--- src/rtl/bcmt_pkg.sv ---
// Shared types, constants and helpers for the balanced class member table.
`timescale 1ns / 1ps

package bcmt_pkg;

  // Table geometry
  localparam int NUM_CLASSES     = 4;
  localparam int SLOTS_PER_CLASS = 16;
  localparam int ID_BITS         = 32;

  localparam int STORE_DEPTH = NUM_CLASSES * SLOTS_PER_CLASS;
  localparam int ADDR_W      = $clog2(STORE_DEPTH);
  localparam int CLS_W       = $clog2(NUM_CLASSES);
  localparam int SLOT_CW     = $clog2(SLOTS_PER_CLASS + 1);

  typedef logic [ID_BITS-1:0] id_t;
  typedef logic [ADDR_W-1:0]  addr_t;
  typedef logic [CLS_W-1:0]   cls_t;
  typedef logic [SLOT_CW-1:0] slot_cnt_t;

  // Command codes
  localparam logic [1:0] MODE_CREATE  = 2'd0;
  localparam logic [1:0] MODE_DESTROY = 2'd1;
  localparam logic [1:0] MODE_CYCLE   = 2'd2;

  // Result status codes
  localparam logic [1:0] STAT_OK        = 2'd0;
  localparam logic [1:0] STAT_FULL      = 2'd1;
  localparam logic [1:0] STAT_NOT_FOUND = 2'd2;
  localparam logic [1:0] STAT_EMPTY     = 2'd3;

  // Border colors per class
  localparam logic [23:0] CLASS_COLOR_0 = 24'd11169350;
  localparam logic [23:0] CLASS_COLOR_1 = 24'd5208386;
  localparam logic [23:0] CLASS_COLOR_2 = 24'd16494290;
  localparam logic [23:0] CLASS_COLOR_3 = 24'd4014460;

  typedef enum logic [2:0] {
    ST_IDLE,
    ST_DISPATCH,
    ST_SCAN,
    ST_SHIFT,
    ST_FETCH,
    ST_RESP
  } state_t;

  // One write port and one read port per cycle
  typedef struct packed {
    logic  we;
    addr_t waddr;
    id_t   wdata;
    logic  re;
    addr_t raddr;
  } ram_req_t;

  // Flat store address of a slot within a class
  function automatic addr_t slot_addr(cls_t cls, slot_cnt_t slot);
    int a;
    a = int'(cls) * SLOTS_PER_CLASS + int'(slot);
    return ADDR_W'(a);
  endfunction

  // Fixed border color; classes beyond the palette get black
  function automatic logic [23:0] class_color(cls_t cls);
    logic [23:0] c;
    case (int'(cls))
      0: c = CLASS_COLOR_0;
      1: c = CLASS_COLOR_1;
      2: c = CLASS_COLOR_2;
      3: c = CLASS_COLOR_3;
      default: c = 24'd0;
    endcase
    return c;
  endfunction

endpackage

--- src/rtl/bcmt_id_ram.sv ---
// Member id store: one write and one registered read per cycle.
`timescale 1ns / 1ps

module bcmt_id_ram import bcmt_pkg::*; (
  input  logic     clk,
  input  ram_req_t req,
  output id_t      rd_data
);

  id_t mem_r [STORE_DEPTH];
  id_t rd_data_r;

  // write port
  always_ff @(posedge clk) begin
    if (req.we) begin
      mem_r[req.waddr] <= req.wdata;
    end
  end

  // read port, registered output
  always_ff @(posedge clk) begin
    if (req.re) begin
      rd_data_r <= mem_r[req.raddr];
    end
  end

  assign rd_data = rd_data_r;

endmodule

--- src/rtl/balanced_class_member_table.sv ---
// Top level: command sequencer, class counts and result register.
`timescale 1ns / 1ps

// Balanced class member table. A command is taken when start is high and
// busy is low; its single result appears for exactly one cycle with
// out_valid high and must be captured then, since there is no backpressure.
// One command is worked on at a time. Create and the unused mode finish in
// the dispatch state, as does a cycle command on an empty class. Destroy
// walks the classes in order, reading one stored id per cycle and draining
// any pending read before it leaves a class, then closes the gap at one
// slot per cycle while the rest of the class is read. Cycle reads the
// chosen class one slot per cycle and then fetches the picked member. The
// single read port of the id store sets these rates. The store is not
// cleared at reset; only slots below a class's count are ever read.
module balanced_class_member_table import bcmt_pkg::*; (
  input  logic        clk,
  input  logic        rst_n,
  input  logic        start,
  output logic        busy,
  input  logic [1:0]  in_mode,
  input  logic [31:0] in_item_id,
  input  logic [1:0]  in_class_sel,
  input  logic [31:0] in_current_focus,
  output logic        out_valid,
  output logic [1:0]  out_status,
  output logic [1:0]  out_member_class,
  output logic [23:0] out_border_pixel,
  output logic        out_focus_valid,
  output logic [31:0] out_focus_id
);

  state_t    state_r, state_nxt;
  slot_cnt_t count_r [NUM_CLASSES];
  slot_cnt_t count_nxt [NUM_CLASSES];

  // captured command
  logic [1:0] mode_r, mode_nxt;
  id_t        id_r, id_nxt;
  logic [1:0] sel_r, sel_nxt;
  id_t        focus_r, focus_nxt;

  // scan / shift bookkeeping
  cls_t      scan_c_r, scan_c_nxt;
  slot_cnt_t scan_k_r, scan_k_nxt;
  logic      pend_v_r, pend_v_nxt;
  slot_cnt_t pend_k_r, pend_k_nxt;
  slot_cnt_t wr_j_r, wr_j_nxt;

  // result register
  logic        out_valid_r, out_valid_nxt;
  logic [1:0]  status_r, status_nxt;
  logic [1:0]  mclass_r, mclass_nxt;
  logic [23:0] pixel_r, pixel_nxt;
  logic        fvalid_r, fvalid_nxt;
  logic [31:0] fid_r, fid_nxt;

  ram_req_t ram_req;
  id_t      rd_data;

  // least-filled class, lowest index on a tie
  cls_t      best;
  slot_cnt_t cnt_cur;
  slot_cnt_t k_inc;
  logic      exhausted;
  id_t       match_id;

  always_comb begin
    best = '0;
    for (int c = 1; c < NUM_CLASSES; c++) begin
      if (count_r[c] < count_r[best]) begin
        best = CLS_W'(c);
      end
    end
  end

  assign cnt_cur   = count_r[scan_c_r];
  assign exhausted = (scan_k_r >= cnt_cur);
  assign k_inc     = pend_k_r + SLOT_CW'(1);
  assign match_id  = (mode_r == MODE_CYCLE) ? focus_r : id_r;

  bcmt_id_ram u_ram (
    .clk     (clk),
    .req     (ram_req),
    .rd_data (rd_data)
  );

  // state and control registers
  always_ff @(posedge clk) begin
    if (!rst_n) begin
      state_r     <= ST_IDLE;
      out_valid_r <= 1'b0;
      pend_v_r    <= 1'b0;
      for (int c = 0; c < NUM_CLASSES; c++) begin
        count_r[c] <= '0;
      end
    end else begin
      state_r     <= state_nxt;
      out_valid_r <= out_valid_nxt;
      pend_v_r    <= pend_v_nxt;
      count_r     <= count_nxt;
    end
  end

  // payload registers
  always_ff @(posedge clk) begin
    mode_r   <= mode_nxt;
    id_r     <= id_nxt;
    sel_r    <= sel_nxt;
    focus_r  <= focus_nxt;
    scan_c_r <= scan_c_nxt;
    scan_k_r <= scan_k_nxt;
    pend_k_r <= pend_k_nxt;
    wr_j_r   <= wr_j_nxt;
    status_r <= status_nxt;
    mclass_r <= mclass_nxt;
    pixel_r  <= pixel_nxt;
    fvalid_r <= fvalid_nxt;
    fid_r    <= fid_nxt;
  end

  // sequencer
  always_comb begin
    state_nxt     = state_r;
    count_nxt     = count_r;
    mode_nxt      = mode_r;
    id_nxt        = id_r;
    sel_nxt       = sel_r;
    focus_nxt     = focus_r;
    scan_c_nxt    = scan_c_r;
    scan_k_nxt    = scan_k_r;
    pend_v_nxt    = pend_v_r;
    pend_k_nxt    = pend_k_r;
    wr_j_nxt      = wr_j_r;
    out_valid_nxt = 1'b0;
    status_nxt    = STAT_OK;
    mclass_nxt    = 2'd0;
    pixel_nxt     = 24'd0;
    fvalid_nxt    = 1'b0;
    fid_nxt       = 32'd0;
    ram_req       = '0;

    case (state_r)
      ST_IDLE: begin
        if (start) begin
          mode_nxt  = in_mode;
          id_nxt    = ID_BITS'(in_item_id);
          sel_nxt   = in_class_sel;
          focus_nxt = ID_BITS'(in_current_focus);
          state_nxt = ST_DISPATCH;
        end
      end

      ST_DISPATCH: begin
        case (mode_r)
          MODE_CREATE: begin
            out_valid_nxt = 1'b1;
            mclass_nxt    = 2'(best);
            state_nxt     = ST_IDLE;
            if (count_r[best] >= SLOT_CW'(SLOTS_PER_CLASS)) begin
              status_nxt = STAT_FULL;
            end else begin
              ram_req.we      = 1'b1;
              ram_req.waddr   = slot_addr(best, count_r[best]);
              ram_req.wdata   = id_r;
              count_nxt[best] = count_r[best] + SLOT_CW'(1);
              pixel_nxt       = class_color(best);
              fvalid_nxt      = 1'b1;
              fid_nxt         = 32'(id_r);
            end
          end
          MODE_DESTROY: begin
            scan_c_nxt = '0;
            scan_k_nxt = '0;
            pend_v_nxt = 1'b0;
            state_nxt  = ST_SCAN;
          end
          MODE_CYCLE: begin
            if (int'(sel_r) >= NUM_CLASSES || count_r[CLS_W'(sel_r)] == '0) begin
              out_valid_nxt = 1'b1;
              status_nxt    = STAT_EMPTY;
              mclass_nxt    = sel_r;
              state_nxt     = ST_IDLE;
            end else begin
              scan_c_nxt = CLS_W'(sel_r);
              scan_k_nxt = '0;
              pend_v_nxt = 1'b0;
              state_nxt  = ST_SCAN;
            end
          end
          default: begin
            out_valid_nxt = 1'b1;
            state_nxt     = ST_IDLE;
          end
        endcase
      end

      // read slots one per cycle, compare the previous read
      ST_SCAN: begin
        if (pend_v_r && rd_data == match_id) begin
          pend_v_nxt = 1'b0;
          if (mode_r == MODE_CYCLE) begin
            scan_k_nxt = (k_inc < cnt_cur) ? k_inc : '0;
            state_nxt  = ST_FETCH;
          end else begin
            wr_j_nxt   = pend_k_r;
            scan_k_nxt = k_inc;
            state_nxt  = ST_SHIFT;
          end
        end else if (!exhausted) begin
          ram_req.re    = 1'b1;
          ram_req.raddr = slot_addr(scan_c_r, scan_k_r);
          pend_v_nxt    = 1'b1;
          pend_k_nxt    = scan_k_r;
          scan_k_nxt    = scan_k_r + SLOT_CW'(1);
        end else if (pend_v_r) begin
          // last read missed; let it drain
          pend_v_nxt = 1'b0;
        end else if (mode_r == MODE_CYCLE) begin
          // focus not in class: take the first member
          scan_k_nxt = '0;
          state_nxt  = ST_FETCH;
        end else if (scan_c_r == CLS_W'(NUM_CLASSES - 1)) begin
          out_valid_nxt = 1'b1;
          status_nxt    = STAT_NOT_FOUND;
          state_nxt     = ST_IDLE;
        end else begin
          scan_c_nxt = scan_c_r + CLS_W'(1);
          scan_k_nxt = '0;
        end
      end

      // close the gap: read slot k, write it to slot k-1 next cycle
      ST_SHIFT: begin
        if (pend_v_r) begin
          ram_req.we    = 1'b1;
          ram_req.waddr = slot_addr(scan_c_r, wr_j_r);
          ram_req.wdata = rd_data;
          wr_j_nxt      = wr_j_r + SLOT_CW'(1);
        end
        if (!exhausted) begin
          ram_req.re    = 1'b1;
          ram_req.raddr = slot_addr(scan_c_r, scan_k_r);
          scan_k_nxt    = scan_k_r + SLOT_CW'(1);
          pend_v_nxt    = 1'b1;
        end else begin
          pend_v_nxt = 1'b0;
          if (!pend_v_r) begin
            count_nxt[scan_c_r] = cnt_cur - SLOT_CW'(1);
            out_valid_nxt       = 1'b1;
            mclass_nxt          = 2'(scan_c_r);
            state_nxt           = ST_IDLE;
          end
        end
      end

      ST_FETCH: begin
        ram_req.re    = 1'b1;
        ram_req.raddr = slot_addr(scan_c_r, scan_k_r);
        state_nxt     = ST_RESP;
      end

      ST_RESP: begin
        out_valid_nxt = 1'b1;
        mclass_nxt    = 2'(scan_c_r);
        fvalid_nxt    = 1'b1;
        fid_nxt       = 32'(rd_data);
        state_nxt     = ST_IDLE;
      end

      default: begin
        state_nxt = ST_IDLE;
      end
    endcase
  end

  assign busy             = (state_r != ST_IDLE);
  assign out_valid        = out_valid_r;
  assign out_status       = status_r;
  assign out_member_class = mclass_r;
  assign out_border_pixel = pixel_r;
  assign out_focus_valid  = fvalid_r;
  assign out_focus_id     = fid_r;

  // a result lands as the sequencer returns to idle
  a_result_when_idle: assert property (@(posedge clk) disable iff (!rst_n)
    out_valid |-> !busy)
    else $error("result strobe while busy");

  // an accepted command always occupies the sequencer next cycle
  a_accept_busy: assert property (@(posedge clk) disable iff (!rst_n)
    (start && !busy) |=> (busy && !out_valid))
    else $error("accepted command did not start");

  // the store is written only on create or while closing a gap
  a_write_states: assert property (@(posedge clk) disable iff (!rst_n)
    ram_req.we |-> (state_r == ST_DISPATCH || state_r == ST_SHIFT))
    else $error("store write outside create or shift");

  // counts never pass the class capacity
  for (genvar g = 0; g < NUM_CLASSES; g++) begin : g_cnt_chk
    a_count_bound: assert property (@(posedge clk) disable iff (!rst_n)
      count_r[g] <= SLOT_CW'(SLOTS_PER_CLASS))
      else $error("class count above capacity");
  end

endmodule

--- config.mk ---
export PLATFORM = sky130hd
export DESIGN_NAME = balanced_class_member_table
export DESIGN_NICKNAME = d
export VERILOG_FILES = /design/src/rtl/bcmt_pkg.sv /design/src/rtl/bcmt_id_ram.sv /design/src/rtl/balanced_class_member_table.sv
export SDC_FILE = /design/constraint.sdc
export NUM_CORES = 2
export LEC_CHECK = 0
export ABC_AREA = 0
export BUFFER_PORTS_ARGS = -buffer_cell sky130_fd_sc_hd__buf_2
export CAP_MARGIN = 0
export CORE_MARGIN = 2
export CORE_UTILIZATION = 40
export DETAILED_ROUTE_END_ITERATION = 16
export SLEW_MARGIN = 10
export SYNTH_ARGS = -nofsm -noshare
export SYNTH_HDL_FRONTEND = slang
export SYNTH_HIERARCHICAL = 1
export SYNTH_SLANG_ARGS = --single-unit
--- constraint.sdc ---
create_clock -name clk -period 20.3 [get_ports clk]
set_input_delay 0 -clock clk [delete_from_list [all_inputs] [get_ports clk]]
set_output_delay 0 -clock clk [all_outputs]
set_load 0.1 [all_outputs]
==> flow_metrics.py <==
metrics = {
    "floorplanning": {
        "row_count": 172,
        "core_area_um2": 219000,
        "num_io_pins": 134,
        "start_util": 0.401,
        "die_w_um": 473,
        "die_h_um": 473,
        "dieArea_um2": 223000,
    },
    "hold_path": {
        "whs_path_depth": 3,
        "hold_path.class": "in -> reg",
    },
    "detailed_routing": {
        "drt_iter0_drc": 6385,
        "dr_total_vias": 46600,
        "viasPerCell": 5.98,
        "drcViolationCount": 0,
        "post_drt_wl_per_cell_um": 31.9,
        "wl_um": 249000,
        "dr.pass1.iters": 6,
        "antenna_left": 0,
    },
    "pwr": {
        "seqPwrFrac": 0.475,
        "pwr-share-comb": 0.147,
        "clkPwrFrac": 0.378,
        "p_int_mw": 7.97,
        "vdd_drop_max_mv": 0.174,
        "power_switching_share": 0.271,
        "p_switching_mw": 2.96,
        "power_density_nw_per_um2": 108,
        "leakagePower_nw": 31.2,
    },
    "place": {
        "numPortBuffers": 132,
        "post-dp-hpwl_um": 140000,
        "routabilityCongestion": 0.884,
    },
    "setup_path": {
        "r2r_cells": 26,
        "crit_type": "reg -> reg",
        "worst-path-max-fanout": 44,
        "worstPathArrival_ps": 9910,
        "critPathLaunchType": "flip-flop",
        "crit_required_ps": 20820,
        "cp-end-kind": "flip-flop",
    },
    "logic_synthesis": {
        "synth_edf_count": 2165,
        "synthCells": 4353,
        "synth-seq-cells": 2240,
        "synth_area_um2": 87800,
        "synthDistinctLibCells": 77,
        "async_reset_ff_frac": 0,
        "synth_ff_type": "edfxtp_1",
        "yosysWarningCount": 6,
        "synth.avg_cell_area_um2": 20.2,
        "synth_nets": 4466,
        "yosysSeqAreaShare": 0.757,
    },
    "timing": {
        "finClkSkew_ps": 56.3,
        "finalHoldViolCount": 0,
        "slew_violations": 0,
        "rsz0062_at_grt": "false",
        "setup_viol_count_final": 0,
        "relSlewSlack": 0.216,
        "tns_ps": 0,
        "tightest_slew_ps": 1170,
        "max_freq_mhz": 106,
        "fin_crit_ps": 9390,
        "whs_ps": 174,
        "period_share": 0.463,
    },
    "run": {
        "cap_violations": 0,
    },
    "cts": {
        "clk_pin_slew_ps": 60,
        "cts_buffers": 221,
        "cts_max_path_buffers": 3,
        "cts_tree": "built",
        "insertion_delay_ps": 870,
        "htreeDepth": 4,
        "cts_setup_buffers": 0,
        "root_buffer": "clkbuf_16",
        "numClockSinks": 2240,
    },
    "grt": {
        "gr-total-overflow": 0,
        "grt_max_degree": 106,
        "grt_pass1_vias": 45900,
        "antenna_found_initial": 12,
        "track_usage": 0.221,
        "grt_pass1_wl_um": 352000,
    },
    "status": {
        "status": "finished, final reports clean",
    },
    "finish": {
        "nets": 4854,
        "syn2layout_area_growth_pct": 15.1,
        "final_common_cell": "edfxtp_1",
        "layout_common_cells": "2165 x edfxtp_1, 451 x mux4_2, 227 x mux2i_1",
        "drive_gt1_frac": 0.241,
    },
}
==> sequential cells by signal, indices dropped and copies added (netlist names) <==
register          count
out_focus_valid       1
out_member_class      2
out_status            2
state_r               3
id_r                 32
sel_r                 2
pend_v_r              1
focus_r              32
out_focus_id         32
mode_r                2
out_valid             1
out_border_pixel     13
u_ram/mem_r        2048
pend_k_r              5
wr_j_r                5
u_ram/rd_data        32
scan_k_r              5
count_r              20
scan_c_r              2
==> worst max-delay path: stages, from the launching register on <==
cell      delay (ps)
dfxtp_1          390
inv_1             70
ha_1             290
nand2_1           70
o21a_1           200
o21ai_2          280
mux2i_1          350
ha_1             310
a211oi_1         260
nor2_1           110
nor2_1           420
a21oi_2          150
mux2_2           340
ha_1             300
a21oi_1          130
o21ai_0          170
nor3_1           390
o211ai_2         180
nand2_1          300
mux2i_1          430
nand3_1          450
inv_2            840
a22o_1           520
nand3b_1         370
or2_1            510
nor2_4           740
buf_4            430
==> cell type report <==
class / count / area, um2
timing repair buffer: 413 / 3170
sequential: 2240 / 66500
clock inverter: 138 / 1530
inverter: 31 / 116
clock buffer: 268 / 5800
tap: 2871 / 3590
multi-input combinational: 1834 / 20400
fill: 18100 / 118000
antenna: 2 / 5.00
==> per-layer routing <==
| metal | wire (um) | GRT usage |
|---|---|---|
| met2 | 115000 | 0.341 |
| met4 | 7460 | 0.0664 |
| met3 | 24500 | 0.0483 |
| met5 | 69 | 0 |
| met1 | 102000 | 0.316 |
==> logic make-up after synthesis <==
family / synth area share
compound gates: 0.0440
buf+inv: 0.0186
fa+ha+maj: 0.00598
xor+xnor: 0.00479
other cells: 0.0000427
flops: 0.757
simple gates: 0.0269
mux: 0.143
==> through the flow <==
stage / area (um2) / util / instances / setup slack, ps / total power, mW
finish: 101000 / 0.461 / 7797 / 10910 / 10.9
global route: 101000 / 0.461 / 7796 / 10400 / 11.3
CTS: 101000 / 0.461 / 7794 / 11000 / 11.0
detailed placement: 92300 / 0.421 / 7250 / 11060 / 6.84
global placement: 92300 / 0.421 / 7250 / 11220 / 6.83
floorplan: 87800 / - / 4353 / 12720 / 6.31
==> synthesized netlist by cell type (6+ instances only) <==
master    instances  area (um2)
a21oi_1          79         395
xor2_1            8        70.1
nand2b_1         13        81.3
nand2_1         183         687
a211o_1          11        96.3
buf_6            34         383
nor4_1            7        43.8
mux2_2            7        78.8
a311o_1          12         120
nor2_1          132         495
o221ai_1         20         175
and3_1            9        56.3
ha_1             42         526
mux4_2          451       10200
clkbuf_1         98         368
o22a_1           12         105
and2_1           15        93.8
dfxtp_1          75        1500
nand3b_1         11        82.6
a22oi_1         128         961
a211oi_1         22         165
nand3_1          71         355
a31oi_1          30         188
a22o_1           31         272
mux2i_1         227        2270
nor2b_1          19         119
xnor2_1          40         350
nor3_1           17        85.1
edfxtp_1       2165       65000
buf_2            58         290
inv_1            30         113
o211ai_1         14         105
o21ai_0          69         345
buf_1             8        30.0
a311oi_1          9        78.8
buf_4            41         308
o22ai_1          42         263
o211a_1          11         110
or2_2             6        37.5
o21a_1            7        52.6
==> final timing paths <==
kind               startpoint                 to  slack, ps
hold reg to reg       id_r[2]    out_focus_id[2]        560
hold / removal          rst_n         count_r[0]        170
setup / recovery  count_r[17]  u_ram/mem_r[5][5]      10910
setup reg to reg  count_r[17]  u_ram/mem_r[5][5]      10910
==> power by group through the flow <==
stage               Clock [mW]  Combinational, mW  Sequential (mW)
floorplan                    0              0.986             5.32
global placement             0               1.55             5.28
detailed placement           0               1.55             5.28
CTS                       4.20               1.58             5.19
global route              4.37               1.71             5.19
finish                    4.14               1.61             5.19
==> what timing repair did <==
action,CTS,global route
gates resized for setup,0,0
endpoints found under the hold margin,161,0
hold buffers,138,0
(Power assumes the default switching activity.)
